File: src/hw/rtl/iss_pkg.sv
package iss_pkg;

    // Storage shape of the sequence.
    localparam int CAPACITY   = 16;
    localparam int DATA_WIDTH = 32;
    localparam int IDX_W      = (CAPACITY > 1) ? $clog2(CAPACITY) : 1;
    localparam int CNT_W      = $clog2(CAPACITY + 1);

    // Fixed field widths on the ports.
    localparam int MODE_W   = 3;
    localparam int POS_W    = 5;
    localparam int VALUE_W  = 32;
    localparam int COUNT_W  = 5;
    localparam int READ_W   = 32;
    localparam int STATUS_W = 2;

    // Width used when comparing a position against the element count.
    localparam int CMP_W = (CNT_W > POS_W) ? CNT_W : POS_W;

    typedef enum logic [MODE_W-1:0] {
        MODE_PUSH_FRONT = 3'd0,
        MODE_PUSH_BACK  = 3'd1,
        MODE_POP_FRONT  = 3'd2,
        MODE_POP_BACK   = 3'd3,
        MODE_INSERT     = 3'd4,
        MODE_ERASE      = 3'd5,
        MODE_READ       = 3'd6,
        MODE_NONE       = 3'd7
    } mode_t;

    typedef enum logic [STATUS_W-1:0] {
        STATUS_DONE  = 2'd0,
        STATUS_RANGE = 2'd1,
        STATUS_FULL  = 2'd2,
        STATUS_EMPTY = 2'd3
    } status_t;

    typedef enum logic [1:0] {
        OP_HOLD   = 2'd0,
        OP_INSERT = 2'd1,
        OP_ERASE  = 2'd2
    } cell_op_t;

    // Command broadcast to every cell of the row.
    typedef struct packed {
        cell_op_t         op;
        logic [CMP_W-1:0] pos;
    } cell_cmd_t;

endpackage

File: src/hw/rtl/iss_cell.sv
// One slot of the sequence. On an insert, slots above the gap take their
// left neighbor and the slot at the gap loads the new value; on an erase,
// slots at and above the gap take their right neighbor.
module iss_cell
(
    input  logic                             clk,
    input  logic                             en,
    input  iss_pkg::cell_cmd_t               cmd,
    input  logic [iss_pkg::IDX_W-1:0]        slot,
    input  logic [iss_pkg::DATA_WIDTH-1:0]   new_data,
    input  logic [iss_pkg::DATA_WIDTH-1:0]   left_data,
    input  logic [iss_pkg::DATA_WIDTH-1:0]   right_data,
    output logic [iss_pkg::DATA_WIDTH-1:0]   data
);

    logic [iss_pkg::DATA_WIDTH-1:0] data_reg;
    logic [iss_pkg::DATA_WIDTH-1:0] data_next;
    logic [iss_pkg::CMP_W-1:0]      slot_wide;

    assign slot_wide = iss_pkg::CMP_W'(slot);

    always_comb
    begin
        data_next = data_reg;
        unique case (cmd.op)
            iss_pkg::OP_INSERT:
            begin
                if (slot_wide > cmd.pos)
                begin
                    data_next = left_data;
                end
                else if (slot_wide == cmd.pos)
                begin
                    data_next = new_data;
                end
            end
            iss_pkg::OP_ERASE:
            begin
                if (slot_wide >= cmd.pos)
                begin
                    data_next = right_data;
                end
            end
            default:
            begin
                data_next = data_reg;
            end
        endcase
    end

    always_ff @(posedge clk)
    begin
        if (en)
        begin
            data_reg <= data_next;
        end
    end

    assign data = data_reg;

endmodule

File: src/hw/rtl/iss_ctrl.sv
// Decodes one operation against the current count: the command for the
// cell row, the new count and the status of the beat.
module iss_ctrl
(
    input  logic [iss_pkg::MODE_W-1:0]   mode,
    input  logic [iss_pkg::POS_W-1:0]    position,
    input  logic [iss_pkg::CNT_W-1:0]    count,
    output iss_pkg::cell_cmd_t           cmd,
    output logic [iss_pkg::CNT_W-1:0]    count_next,
    output iss_pkg::status_t             status,
    output logic                         read_hit
);

    logic                      full;
    logic                      empty;
    logic [iss_pkg::CMP_W-1:0] pos_w;
    logic [iss_pkg::CMP_W-1:0] cnt_w;
    logic [iss_pkg::CNT_W-1:0] cnt_inc;
    logic [iss_pkg::CNT_W-1:0] cnt_dec;

    assign full    = (count == iss_pkg::CNT_W'(iss_pkg::CAPACITY));
    assign empty   = (count == '0);
    assign pos_w   = iss_pkg::CMP_W'(position);
    assign cnt_w   = iss_pkg::CMP_W'(count);
    assign cnt_inc = count + iss_pkg::CNT_W'(1);
    assign cnt_dec = count - iss_pkg::CNT_W'(1);

    always_comb
    begin
        cmd.op     = iss_pkg::OP_HOLD;
        cmd.pos    = '0;
        count_next = count;
        status     = iss_pkg::STATUS_DONE;
        read_hit   = 1'b0;
        unique case (iss_pkg::mode_t'(mode))
            iss_pkg::MODE_PUSH_FRONT,
            iss_pkg::MODE_PUSH_BACK:
            begin
                if (full)
                begin
                    status = iss_pkg::STATUS_FULL;
                end
                else
                begin
                    cmd.op     = iss_pkg::OP_INSERT;
                    cmd.pos    = (iss_pkg::mode_t'(mode) == iss_pkg::MODE_PUSH_FRONT)
                                 ? '0 : cnt_w;
                    count_next = cnt_inc;
                end
            end
            iss_pkg::MODE_POP_FRONT,
            iss_pkg::MODE_POP_BACK:
            begin
                if (empty)
                begin
                    status = iss_pkg::STATUS_EMPTY;
                end
                else
                begin
                    cmd.op     = iss_pkg::OP_ERASE;
                    cmd.pos    = (iss_pkg::mode_t'(mode) == iss_pkg::MODE_POP_FRONT)
                                 ? '0 : iss_pkg::CMP_W'(cnt_dec);
                    count_next = cnt_dec;
                end
            end
            iss_pkg::MODE_INSERT:
            begin
                if (pos_w > cnt_w)
                begin
                    status = iss_pkg::STATUS_RANGE;
                end
                else if (full)
                begin
                    status = iss_pkg::STATUS_FULL;
                end
                else
                begin
                    cmd.op     = iss_pkg::OP_INSERT;
                    cmd.pos    = pos_w;
                    count_next = cnt_inc;
                end
            end
            iss_pkg::MODE_ERASE:
            begin
                if (pos_w >= cnt_w)
                begin
                    status = iss_pkg::STATUS_RANGE;
                end
                else
                begin
                    cmd.op     = iss_pkg::OP_ERASE;
                    cmd.pos    = pos_w;
                    count_next = cnt_dec;
                end
            end
            iss_pkg::MODE_READ:
            begin
                if (pos_w >= cnt_w)
                begin
                    status = iss_pkg::STATUS_RANGE;
                end
                else
                begin
                    read_hit = 1'b1;
                end
            end
            default:
            begin
                status = iss_pkg::STATUS_DONE;
            end
        endcase
    end

endmodule

File: src/hw/rtl/indexed_sequence_store_core.sv
// Indexed sequence store: an ordered list of up to CAPACITY words with
// push and pop at either end, insert and erase at a position, and reads.
// Operations arrive as beats on the s_axis channel (the mode in tuser, the
// position and value in tdata). Every accepted beat produces exactly one
// result beat on the m_axis channel carrying the count after the
// operation, the word read (zero unless a read succeeded) and a status code.
// The result is registered and presented in the cycle after the input
// beat is accepted. Throughput is one operation per cycle while m_axis
// is not stalled, since the row of cells shifts the list by one slot at once.
// A new beat is accepted whenever the output register is empty or its
// current result is being taken, so a stall on m_axis holds one result and
// then stops s_axis until the receiver takes it.
// Reset empties the list and drops any pending result; the data words in
// the cells are not cleared, and no slot is read before it has been written.
module indexed_sequence_store_core
(
    input  logic        clk,
    input  logic        rst_n,

    input  logic        s_axis_tvalid,
    output logic        s_axis_tready,
    // Fields from bit 0: position[4:0], value[36:5], zero fill to 40 bits.
    input  logic [39:0] s_axis_tdata,
    // Fields from bit 0: mode[2:0].
    input  logic [2:0]  s_axis_tuser,

    output logic        m_axis_tvalid,
    input  logic        m_axis_tready,
    // Fields from bit 0: count[4:0], read_value[36:5], zero fill to 40 bits.
    output logic [39:0] m_axis_tdata,
    // Fields from bit 0: status[1:0].
    output logic [1:0]  m_axis_tuser
);

    localparam int N = iss_pkg::CAPACITY;
    localparam int W = iss_pkg::DATA_WIDTH;

    logic                             accept;
    logic [iss_pkg::POS_W-1:0]        in_position;
    logic [iss_pkg::VALUE_W-1:0]      in_value;
    logic [W-1:0]                     in_data;

    iss_pkg::cell_cmd_t               cmd;
    logic [iss_pkg::CNT_W-1:0]        count_next;
    iss_pkg::status_t                 status;
    logic                             read_hit;

    logic [W-1:0]                     cell_data [N];
    logic [W-1:0]                     read_word;

    logic [iss_pkg::CNT_W-1:0]        count_reg;
    logic                             out_valid_reg;
    logic [iss_pkg::COUNT_W-1:0]      out_count_reg;
    logic [iss_pkg::READ_W-1:0]       out_read_reg;
    iss_pkg::status_t                 out_status_reg;

    assign in_position = s_axis_tdata[4:0];
    assign in_value    = s_axis_tdata[36:5];
    assign in_data     = W'(in_value);

    // The single output register frees up as soon as its beat is taken.
    assign s_axis_tready = !out_valid_reg || m_axis_tready;
    assign accept        = s_axis_tvalid && s_axis_tready;

    iss_ctrl u_ctrl
    (
        .mode       (s_axis_tuser),
        .position   (in_position),
        .count      (count_reg),
        .cmd        (cmd),
        .count_next (count_next),
        .status     (status),
        .read_hit   (read_hit)
    );

    // Row of cells; each end ties its missing neighbor to a harmless value.
    for (genvar i = 0; i < N; i++)
    begin : g_cell
        logic [W-1:0] left_data;
        logic [W-1:0] right_data;

        if (i == 0)
        begin : g_first
            assign left_data = in_data;
        end
        else
        begin : g_inner_left
            assign left_data = cell_data[i-1];
        end

        if (i == N - 1)
        begin : g_last
            assign right_data = cell_data[i];
        end
        else
        begin : g_inner_right
            assign right_data = cell_data[i+1];
        end

        iss_cell u_cell
        (
            .clk        (clk),
            .en         (accept),
            .cmd        (cmd),
            .slot       (iss_pkg::IDX_W'(i)),
            .new_data   (in_data),
            .left_data  (left_data),
            .right_data (right_data),
            .data       (cell_data[i])
        );
    end

    // Reads see the list as it stands before this beat.
    assign read_word = cell_data[iss_pkg::IDX_W'(in_position)];

    always_ff @(posedge clk or negedge rst_n)
    begin
        if (!rst_n)
        begin
            count_reg     <= '0;
            out_valid_reg <= 1'b0;
        end
        else
        begin
            if (accept)
            begin
                count_reg <= count_next;
            end
            if (accept)
            begin
                out_valid_reg <= 1'b1;
            end
            else if (m_axis_tready)
            begin
                out_valid_reg <= 1'b0;
            end
        end
    end

    always_ff @(posedge clk)
    begin
        if (accept)
        begin
            out_count_reg  <= iss_pkg::COUNT_W'(count_next);
            out_read_reg   <= read_hit ? iss_pkg::READ_W'(read_word) : '0;
            out_status_reg <= status;
        end
    end

    assign m_axis_tvalid = out_valid_reg;
    assign m_axis_tdata  = {3'b000, out_read_reg, out_count_reg};
    assign m_axis_tuser  = out_status_reg;

endmodule
File: config.mk
export PLATFORM = sky130hd
export DESIGN_NAME = indexed_sequence_store_core
export DESIGN_NICKNAME = d
export VERILOG_FILES = /design/src/hw/rtl/iss_pkg.sv /design/src/hw/rtl/iss_cell.sv /design/src/hw/rtl/iss_ctrl.sv /design/src/hw/rtl/indexed_sequence_store_core.sv
export SDC_FILE = /design/constraint.sdc
export NUM_CORES = 1
export LEC_CHECK = 0
export ABC_AREA = 1
export BUFFER_PORTS_ARGS = -buffer_cell sky130_fd_sc_hd__buf_2
export CORE_AREA = 2 2 253 505
export DETAILED_ROUTE_END_ITERATION = 16
export DIE_AREA = 0 0 255 507
export SKIP_LAST_GASP = 1
export SYNTH_ARGS = -nofsm -noshare
export SYNTH_HDL_FRONTEND = slang
export SYNTH_SLANG_ARGS = --single-unit
File: constraint.sdc
create_clock -name clk -period 11.24 [get_ports clk]
set_input_delay 1.124 -clock clk [delete_from_list [all_inputs] [get_ports clk]]
set_output_delay 1.124 -clock clk [all_outputs]
set_load 0.02 [all_outputs]
After elaboration in Yosys (flattened, before gate mapping):

Cells that the tools add are included.

* flip-flop bits (word level): 557

* add/subtract/negate cells: 2
* $lt $le $gt $ge: 34
* equality and inequality tests: 54
* mux-type cells: 87
* bitwise gates (word level): 1
* reduce and logical (&&, ||, !) cells: 28

Operators by type and width (number)
* $mux W32: 49
* $pmux W32 S2: 15
* $bmux W32 S4: 1
* $reduce_and A4 Y1: 15
* $ne A3 B1 Y1 const B: 15
* $eq A4 B5 Y1 const A: 8
* $gt A4 B5 Y1 const A: 8
* $ge A4 B5 Y1 const A: 7
* $mux W5: 6
* $ne A2 B1 Y1 const B: 15
* $pmux W7 S4: 1
* $mux W7: 3
* $eq A3 B5 Y1 const A: 4
* $ge A3 B5 Y1 const A: 4
* $gt A3 B5 Y1 const A: 4
* $pmux W5 S4: 1
* $mux W6: 2
* $eq A2 B5 Y1 const A: 2
* $ge A1 B5 Y1 const A: 2
* $ge A2 B5 Y1 const A: 2
* $gt A1 B5 Y1 const A: 2
* $gt A2 B5 Y1 const A: 2
* $logic_not A5 Y1: 2
* $eq A3 B3 Y1 const B: 3
* 22 further kinds: 33

Longest topological paths before layout:

Gate-level depths: netlist of run 1.

* depth in word-level cells: 8
* depth in mapped cells: 21
* depth with buffers taken out: 17

Modules after synthesis:

Synthesis of run 1 repeated with hierarchy kept, for this count alone.

* cell total of the unflattened synthesis: 6549
* area total of the unflattened synthesis: 43070.1 µm²

Modules (own cells, without submodules)
* iss_cell: times used 16, cells each 301, area an instance 2152.1 µm², sequential area each 960.9 µm²
* indexed_sequence_store_core: times used 1, cells each 1559, area an instance 7678.6 µm², sequential area each 1321.3 µm²
* iss_ctrl: times used 1, cells each 174, area an instance 958.4 µm², sequential area each 0.0 µm²

Least setup slack after synthesis of run 1:

No wires, ideal clock.

* path type: input to register
* from: input s_axis_tdata[0]
* to: register g_cell[12].u_cell.data_reg, in the netlist g_cell[12].u_cell.data[0], enable pin
* data arrival time: 5.503 ns
* required time: 10.799 ns
* path slack: 5.297 ns
* stages: 18
* path buffers: 5
* path through: buf_2 > inv_1 > clkbuf_1 > clkbuf_1 > clkbuf_1 > ha_1 > inv_1 > nand2_1 > nand3_1 > nand2_2 > nand2_1 > o21ai_0 > nand2_1 > ha_1 > clkbuf_1 > nor2_1 > nor2_1 > a31oi_1

* word-level cells in the longest chain between the ends: 6
* elaborated cells between the ends (all ways): 15

RTL lines
* start: declaration: line indexed_sequence_store_core.sv:23 `input logic [39:0] s_axis_tdata,`
* $ge A5 B5 Y1, or another cell as far along: line iss_ctrl.sv:85 `if (pos_w >= cnt_w)`
* $mux W7 (on tied branches): line iss_ctrl.sv:85, iss_ctrl.sv:68
* $pmux W7 S4 (*): line iss_ctrl.sv:35 `unique case (iss_pkg::mode_t'(mode))`
* $gt A4 B5 Y1, or another cell as far along: line iss_cell.sv:28 `if (slot_wide > cmd.pos)`
* $ne A3 B1 Y1 (no source line), or another cell as far along
* $reduce_and A4 Y1 (no source line) (*)
* end signal: assignment: line iss_cell.sv:55 `data_reg <= data_next;`
* end: declaration: line iss_cell.sv:16 `logic [iss_pkg::DATA_WIDTH-1:0] data_reg;`

Every way passes the cells marked *; elsewhere a longest branch is shown, timed or not.
A chain may end at the register's enable or synchronous reset.

Final worst setup path of run 1:

* from: input s_axis_tdata[0]
* to: register g_cell[0].u_cell.data_reg, in the netlist g_cell[0].u_cell.data[3], enable pin

* word-level cells in the longest chain between the ends: 6
* elaborated cells between the ends (all ways): 15

RTL lines (line)
* $ge A5 B5 Y1, or another cell as far along: iss_ctrl.sv:85
* $mux W7 (on tied branches): iss_ctrl.sv:85, iss_ctrl.sv:68
* $pmux W7 S4 (*): iss_ctrl.sv:35
* $gt A1 B5 Y1, or another cell as far along: iss_cell.sv:28
* $ne A3 B1 Y1 (no source line), or another cell as far along
* $reduce_and A4 Y1 (no source line) (*)
* end signal: assignment: iss_cell.sv:55
* end: declaration: iss_cell.sv:16

Marked as above.

==> results of run 1 <==
==> metal layers <==
metal / vias up / routed length, um / global-route usage, %
met4: 16 / 8010 / 10.9
met2: 1597 / 63900 / 34.1
met1: 14907 / 46400 / 22.3
met3: 419 / 10000 / 2.55
li1: 14343 / - / -
met5: - / 109 / 0
==> how the worst min path moves through the flow <==
stage	startpoint	to	slack, ps
floorplan	g_cell[10].u_cell.data[10]	g_cell[9].u_cell.data[10]	520
finish	rst_n	m_axis_tvalid	310
global route	rst_n	m_axis_tvalid	300
global placement	m_axis_tvalid	m_axis_tvalid	490
CTS	rst_n	m_axis_tvalid	290
detailed placement	m_axis_tvalid	m_axis_tvalid	500
==> critical path: stages <==
cell and delay, ps:
buf_8 460, inv_6 380, ha_1 460, nand2_1 220, nand2_2 150, nand3_2 100
nand3_2 210, nor2_4 160, buf_4 700, nand3_4 950, a21oi_4 860, buf_4 470
==> cell families (layout without fill, tap and decap cells) <==
kind of cell    after synthesis  in the layout
fa+ha+maj                     9              9
simple gates               1856           1856
other cells                   1              6
buf+inv                     734            604
compound gates             1172           1172
flops                       557            557
xor+xnor                      2              2
==> Yosys cell counts (27+ instances only) <==
cell type / instances / area share (%)
clkbuf_1: 198 / 2.2
nand2_1: 1183 / 13
edfxtp_1: 551 / 49
o21ai_0: 544 / 8.1
a22oi_1: 32 / 0.71
a21oi_1: 302 / 4.5
buf_2: 85 / 1.3
nand3_1: 437 / 6.5
buf_1: 66 / 0.74
inv_1: 357 / 4.0
nor2_1: 197 / 2.2
o21ai_1: 198 / 2.9
a31oi_1: 27 / 0.50
a211oi_1: 64 / 1.4
==> report_power, final <==
| part | switching, mW | total [mW] | internal, mW |
|---|---|---|---|
| Combinational | 2.56 | 3.50 | 0.942 |
| Sequential | 0.214 | 3.25 | 3.04 |
| Clock | 0.896 | 1.81 | 0.909 |
==> layout make-up <==
cell class                      instances  area (um^2)
Antenna cell                            3         7.51
Clock inverter                         33          246
Clock buffer                           65         1350
Sequential cell                       557        16700
Fill cell                           13364        88500
Inverter                              368         1400
Multi-Input combinational cell       3042        14300
Tap cell                             1674         2090
Timing Repair Buffer                  138          907
==> per-stage QoR <==
stage	cells	cell area [um^2]
floorplan	4333	33600
global placement	5779	35400
detailed placement	5779	35400
CTS	5877	37000
global route	5878	37000
finish	5880	37000
==> summary.md, run 1 <==
| Metric | Value |
|---|---|
| Unrepaired setup endpoints after global routing | `false` |
| Utilization after layout | `29.5%` |
| Final hold violation count | `0` |
| DR vias | `31.3k` |
| PostCTS Resize Cnt | `0` |
| Post-Syn Area per Cell | `roughly 7.8 um^2` |
| Required @ worst endpoint | `11,540 ps` |
| Final setup fails | `0` |
| Min Hold Slack | `about 300 ps` |
| Vias/cell | `5.32` |
| Fin nets | `between 4k and 5k` |
| CTS tree | `built` |
| Main synth FF type | `edfxtp_1` |
| Syn Std Cell Area | `0.0336 mm^2` |
| Total track usage | `19.3%` |
| Routability cong. | `roughly 0.8` |
| Clk slew on worst S/H paths | `about 70 ps` |
| Slew @ Worst Pin | `about 1200 ps` |
| Global route overflow | `0` |
| Largest family of logic cells by synthesized area | `simple AND/OR/NAND/NOR gates` |
| Synth Area in Compound Gates | `roughly 18%` |
| Sequential area share after synthesis | `about half` |
| Final Critical Period | `6240 ps` |
| Adder-cell share of the synthesized area | `0.335%` |
| Setup ws final | `5000 ps` |
| Commonest non-fill, non-tap cell in the layout | `nand2_1` |
| PD cells | `231 mW/mm^2` |
| Final Slew Violations | `0` |
| Hpwl dp | `72.5 mm` |
| DRT antenna net count | `0` |
| Die span in y | `507 um` |
| DRT Pass-1 Iters | `8` |
| Post-synthesis mux area share | `0%` |
| P_leak | `14.7 nW` |
| Commonest non-fill, non-tap cells in the layout | `nand2_1, edfxtp_1, o21ai_0` |
| Crit-path max FO | `108` |
| H-tree depth | `2` |
| Status | `finished, final reports clean` |
| Setup slack, reg-to-reg | `5860 ps` |
| Vias in the first global route | `29.8k` |
| Worst Skew | `16.1 ps` |
| Critical path capture point | `g_cell[0].u_cell.data[3]` |
| CP Launch Type | `primary input` |
| Hold crit path type | `in -> async` |
| Post-Route WL | `128 mm` |
| Max reg flops | `around 510` |
| Initial Util | `26.8%` |
| Critical path class | `in -> reg` |
| # Max-Cap Violations | `0` |
| First-pass GRT wire length | `189 mm` |
| # IOs | `91` |
| Core Region | `0.125 mm^2` |
| #FFs+latches synth | `557` |
| Fin Setup TNS | `0 ps` |
| Hold Buf Count CTS | `0` |
| WP data arrival | `around 6500 ps` |
| Synth warn | `0` |
| Post-synth EDFFs | `551` |
| Tot Pwr | `around 8.6 mW` |
| R2r endpoint | `g_cell[0].u_cell.data[3]` |
| Worst R2R Path Depth | `13` |
| Critical R2R Launch | `count_reg[3]` |
| DR WL/cell | `21.8 um` |
| Layout Area Growth over Synthesis | `9.99%` |
| Simple-Gate Fraction of Synth Area | `22.9%` |
| # clock sinks | `557` |
| Crit. Startpoint | `s_axis_tdata[0]` |
| Chip width | `255 um` |
| Cell Rows | `184` |
| Fraction of final layout cells with drive strength greater than 1 | `about 7%` |
| Critical Path Sink Type | `flop` |
| DRC | `0` |
| Initial DRC count | `3,227` |
| Num CTS Buffers | `52` |
| Antenna violations before repair | `13` |
| Worst-case clock buffer depth | `3` |
| Die area | `0.129 mm^2` |
| Post-CTS setup buffers | `0` |
| Clk root buf | `clkbuf_16` |
| Pre-CTS setup slack | `4490 ps` |
| Yosys cell types | `37` |
| Final Cycle Share | `55.5%` |
| Port Buf Inserts | `84` |
| Async SR Flop Fraction | `1.08%` |
| Clk_lat worst skew | `650 ps` |
| VDD IR-drop max | `282 uV` |
| XOR/XNOR Fraction of Synth Area | `0.0521%` |
| F_max | `between 0.15 and 0.2 GHz` |
| Slew headroom | `21.0%` |
| Mapped Cells | `4,331` |
| Pin count of the biggest net entering global routing | `217` |
No activity file was read; power rests on OpenSTA's default activity.
==> run 2: changes to the inputs <==
clock period = 6.2 ns   (was 11.24 ns; I/O delays follow)
==> run 2 against run 1 <==
Net effect:
- critical path depth up 4
- sequential share of layout area fell by 0.45 points
- final cell count increased by 0.34%
- global-route usage decreased by 0.16 points
- register-to-register slack got worse by 4400 ps
- largest power group unchanged
- non-clock buffer count up 22
- total power increased by 84%
- die area stayed put
==> summary.md, run 2 (same netlist as run 1, synthesis figures left out) <==
| Metric | Value |
|---|---|
| Final Critical Period | `4770 ps` |
| Fraction of final layout cells with drive strength greater than 1 | `7.27% (+0.47 points)` |
| Switch share | `42.3% (-0.53 points)` |
| Chip width | `255 um (unchanged)` |
| Worst Skew | `18.1 ps (+2.05 ps)` |
| Die span in y | `507 um (unchanged)` |
| Initial DRC count | `3,234 (+0.22%)` |
| Slew @ Worst Pin | `1130 ps (-54.0 ps)` |
| Routability cong. | `0.835 (+1.8%)` |
| Required @ worst endpoint | `6470 ps (-5070 ps)` |
| Fin Setup TNS | `0 ps (unchanged)` |
| Tot Pwr | `15.7 mW (+84%)` |
| Critical Path Sink Type | `flop` |
| Max reg flops | `512 (unchanged)` |
| Clock Power Share | `21.5% (+0.4 points)` |
| CTS tree | `built` |
| Commonest non-fill, non-tap cells in the layout | `nand2_1, edfxtp_1, o21ai_0` |
| Critical-path top delay cell | `a31oi_4` |
| Most frequent CP cell | `nand2_1` |
| Cell Rows | `184 (unchanged)` |
| Global route overflow | `0 (unchanged)` |
| Critical path class | `reg -> reg` |
| Status | `finished, final reports clean` |
| Vias/cell | `5.30 (-0.32%)` |
| Crit-path max FO | `19 (-82%)` |
| # IOs | `91 (unchanged)` |
| Initial Util | `26.8% (unchanged)` |
| Sequential share of power | `37.5% (-0.5 points)` |
| VDD IR-drop max | `341 uV (+21%)` |
| WP data arrival | `5040 ps (-1500 ps)` |
| Post-CTS setup buffers | `0 (unchanged)` |
| DRT Pass-1 Iters | `6 (-2)` |
| Largest stage delay on the critical path | `710 ps (-240 ps)` |
| Hold Buf Count CTS | `1 (+1)` |
| Antenna violations before repair | `12 (-1)` |
| Final Cycle Share | `between 70 and 80%` |
| PostCTS Resize Cnt | `0 (unchanged)` |
| Clk root buf | `clkbuf_16` |
| Commonest non-fill, non-tap cell in the layout | `nand2_1` |
| H-tree depth | `2 (unchanged)` |
| Hpwl dp | `76.0 mm (+4.7%)` |
| Vias in the first global route | `30.3k (+1.9%)` |
| Clk_lat worst skew | `640 ps (about the same)` |
| DR vias | `31.3k (+0.019%)` |
| # clock sinks | `557 (unchanged)` |
| Total track usage | `19.2% (-0.16 points)` |
| # Max-Cap Violations | `0 (unchanged)` |
| CP bufs+invs | `5 (+1)` |
| Fillers | `13.4k (+0.13%)` |
| Slew headroom | `24.9% (+3.9 points)` |
| Combinational power share | `41.0% (about the same)` |
| Crit path max-delay family | `simple AND/OR/NAND/NOR gates` |
| Num CTS Buffers | `52 (unchanged)` |
| Switching power | `6.66 mW (+81%)` |
| Internal Power | `9.07 mW (+85%)` |
| Clk slew on worst S/H paths | `60 ps (about the same)` |
| Crit path cell chain | `inv_1, ha_1, nand2_1, nor2_2, nand2_1, nand2_2, nand2_1, o21ai_0, nand2_1, inv_1, ha_1, nor2_1, inv_1, buf_4, a31oi_4, buf_4` |
| Unrepaired setup endpoints after global routing | `false` |
| Layout Area Growth over Synthesis | `11.1%` |
| CP Launch Type | `flop` |
| Post-Route WL | `127 mm (-1.1%)` |
| First-pass GRT wire length | `188 mm (-0.45%)` |
| Hold crit path type | `in -> reg` |
| Worst-case clock buffer depth | `3 (unchanged)` |
| Pin count of the biggest net entering global routing | `213 (-1.8%)` |
| Core Region | `0.125 mm^2 (unchanged)` |
| F_max | `roughly 0.21 GHz` |
| Final Slew Violations | `0 (unchanged)` |
| PD cells | `421 mW/mm^2 (+82%)` |
| Final setup fails | `0 (unchanged)` |
| DR WL/cell | `21.5 um (-1.5%)` |
| P_leak | `14.9 nW (+1.0%)` |
| Die area | `0.129 mm^2 (unchanged)` |
| Port Buf Inserts | `84 (unchanged)` |
| Fin nets | `4,237 (+0.52%)` |
| DRC | `0 (unchanged)` |
| DRT antenna net count | `0 (unchanged)` |
| Final hold violation count | `0 (unchanged)` |
-- run 2: cell count changes in the layout (fill, tap and decap cells not counted), sizes merged --
cell,delta
inv,-4
dlygate4sd3,+1
clkinv,-7
bufinv,+2
clkbuf,+3
buf,+21
clkinvlp,+4
-- run 2: layer usage --
metal  routed length [um]  global-route usage, %
met3                 9450                   2.91
met1                45500                   21.4
met2                62300                   33.3
met4                 9730                   13.1
met5                  127                      0
-- run 2: metrics by stage --
stage          instance area [um^2]  hold WS, ps  cells  setup slack (ps)  utilization, %
5_1_grt                       37300          316   5898              1170            29.8
3_5_place_dp                  35700          470   5800              1130            28.4
6_report                      37400          275   5900              1430            29.8
4_1_cts                       37300          239   5897              1470            29.8
3_3_place_gp                  35700          472   5800              1170            28.4
2_1_floorplan                 33600          324   4333               761               -
-- run 2: layout make-up --
class / count / area [um^2] / share of cell area, %
Clock inverter: 28 / 264 / 0.707
Sequential cell: 557 / 16700 / 44.7
Multi-Input combinational cell: 3042 / 14300 / 38.2
Timing Repair Buffer: 160 / 1220 / 3.28
Antenna cell: 3 / 7.51 / 0.0201
Inverter: 368 / 1400 / 3.75
Tap cell: 1674 / 2090 / 5.61
Clock buffer: 68 / 1400 / 3.76
-- run 2: worst paths after layout --
path	startpoint	to	slack, ps	cells after the start
max in group asynchronous	rst_n	count_reg[1]	5680	2
min in group asynchronous	rst_n	count_reg[0]	350	2
hold / removal	m_axis_tready	m_axis_tvalid	270	4
setup / recovery	count_reg[3]	g_cell[12].u_cell.data[12]	1430	16
setup reg to reg	count_reg[3]	g_cell[12].u_cell.data[12]	1430	16
hold reg to reg	m_axis_tvalid	m_axis_tvalid	530	2
-- run 2: worst register-to-register path, stage by stage, from the launching register on --
cell     delay (ps)
dfrtp_1         490
inv_1           170
ha_1            300
nand2_1         100
nor2_2          170
nand2_1         200
nand2_2         200
nand2_1          70
o21ai_0         170
nand2_1         250
inv_1           130
ha_1            230
nor2_1          290
inv_1            70
buf_4           250
a31oi_4         720
buf_4           570
-- run 2: power groups by stage --
stage	registers, mW	logic [mW]	clock network (mW)
finish	5.90	6.45	3.38
floorplan	5.89	4.22	0
global placement	5.95	6.20	0
global route	5.97	7.08	3.54
detailed placement	5.96	6.34	0
CTS	5.89	6.36	3.45
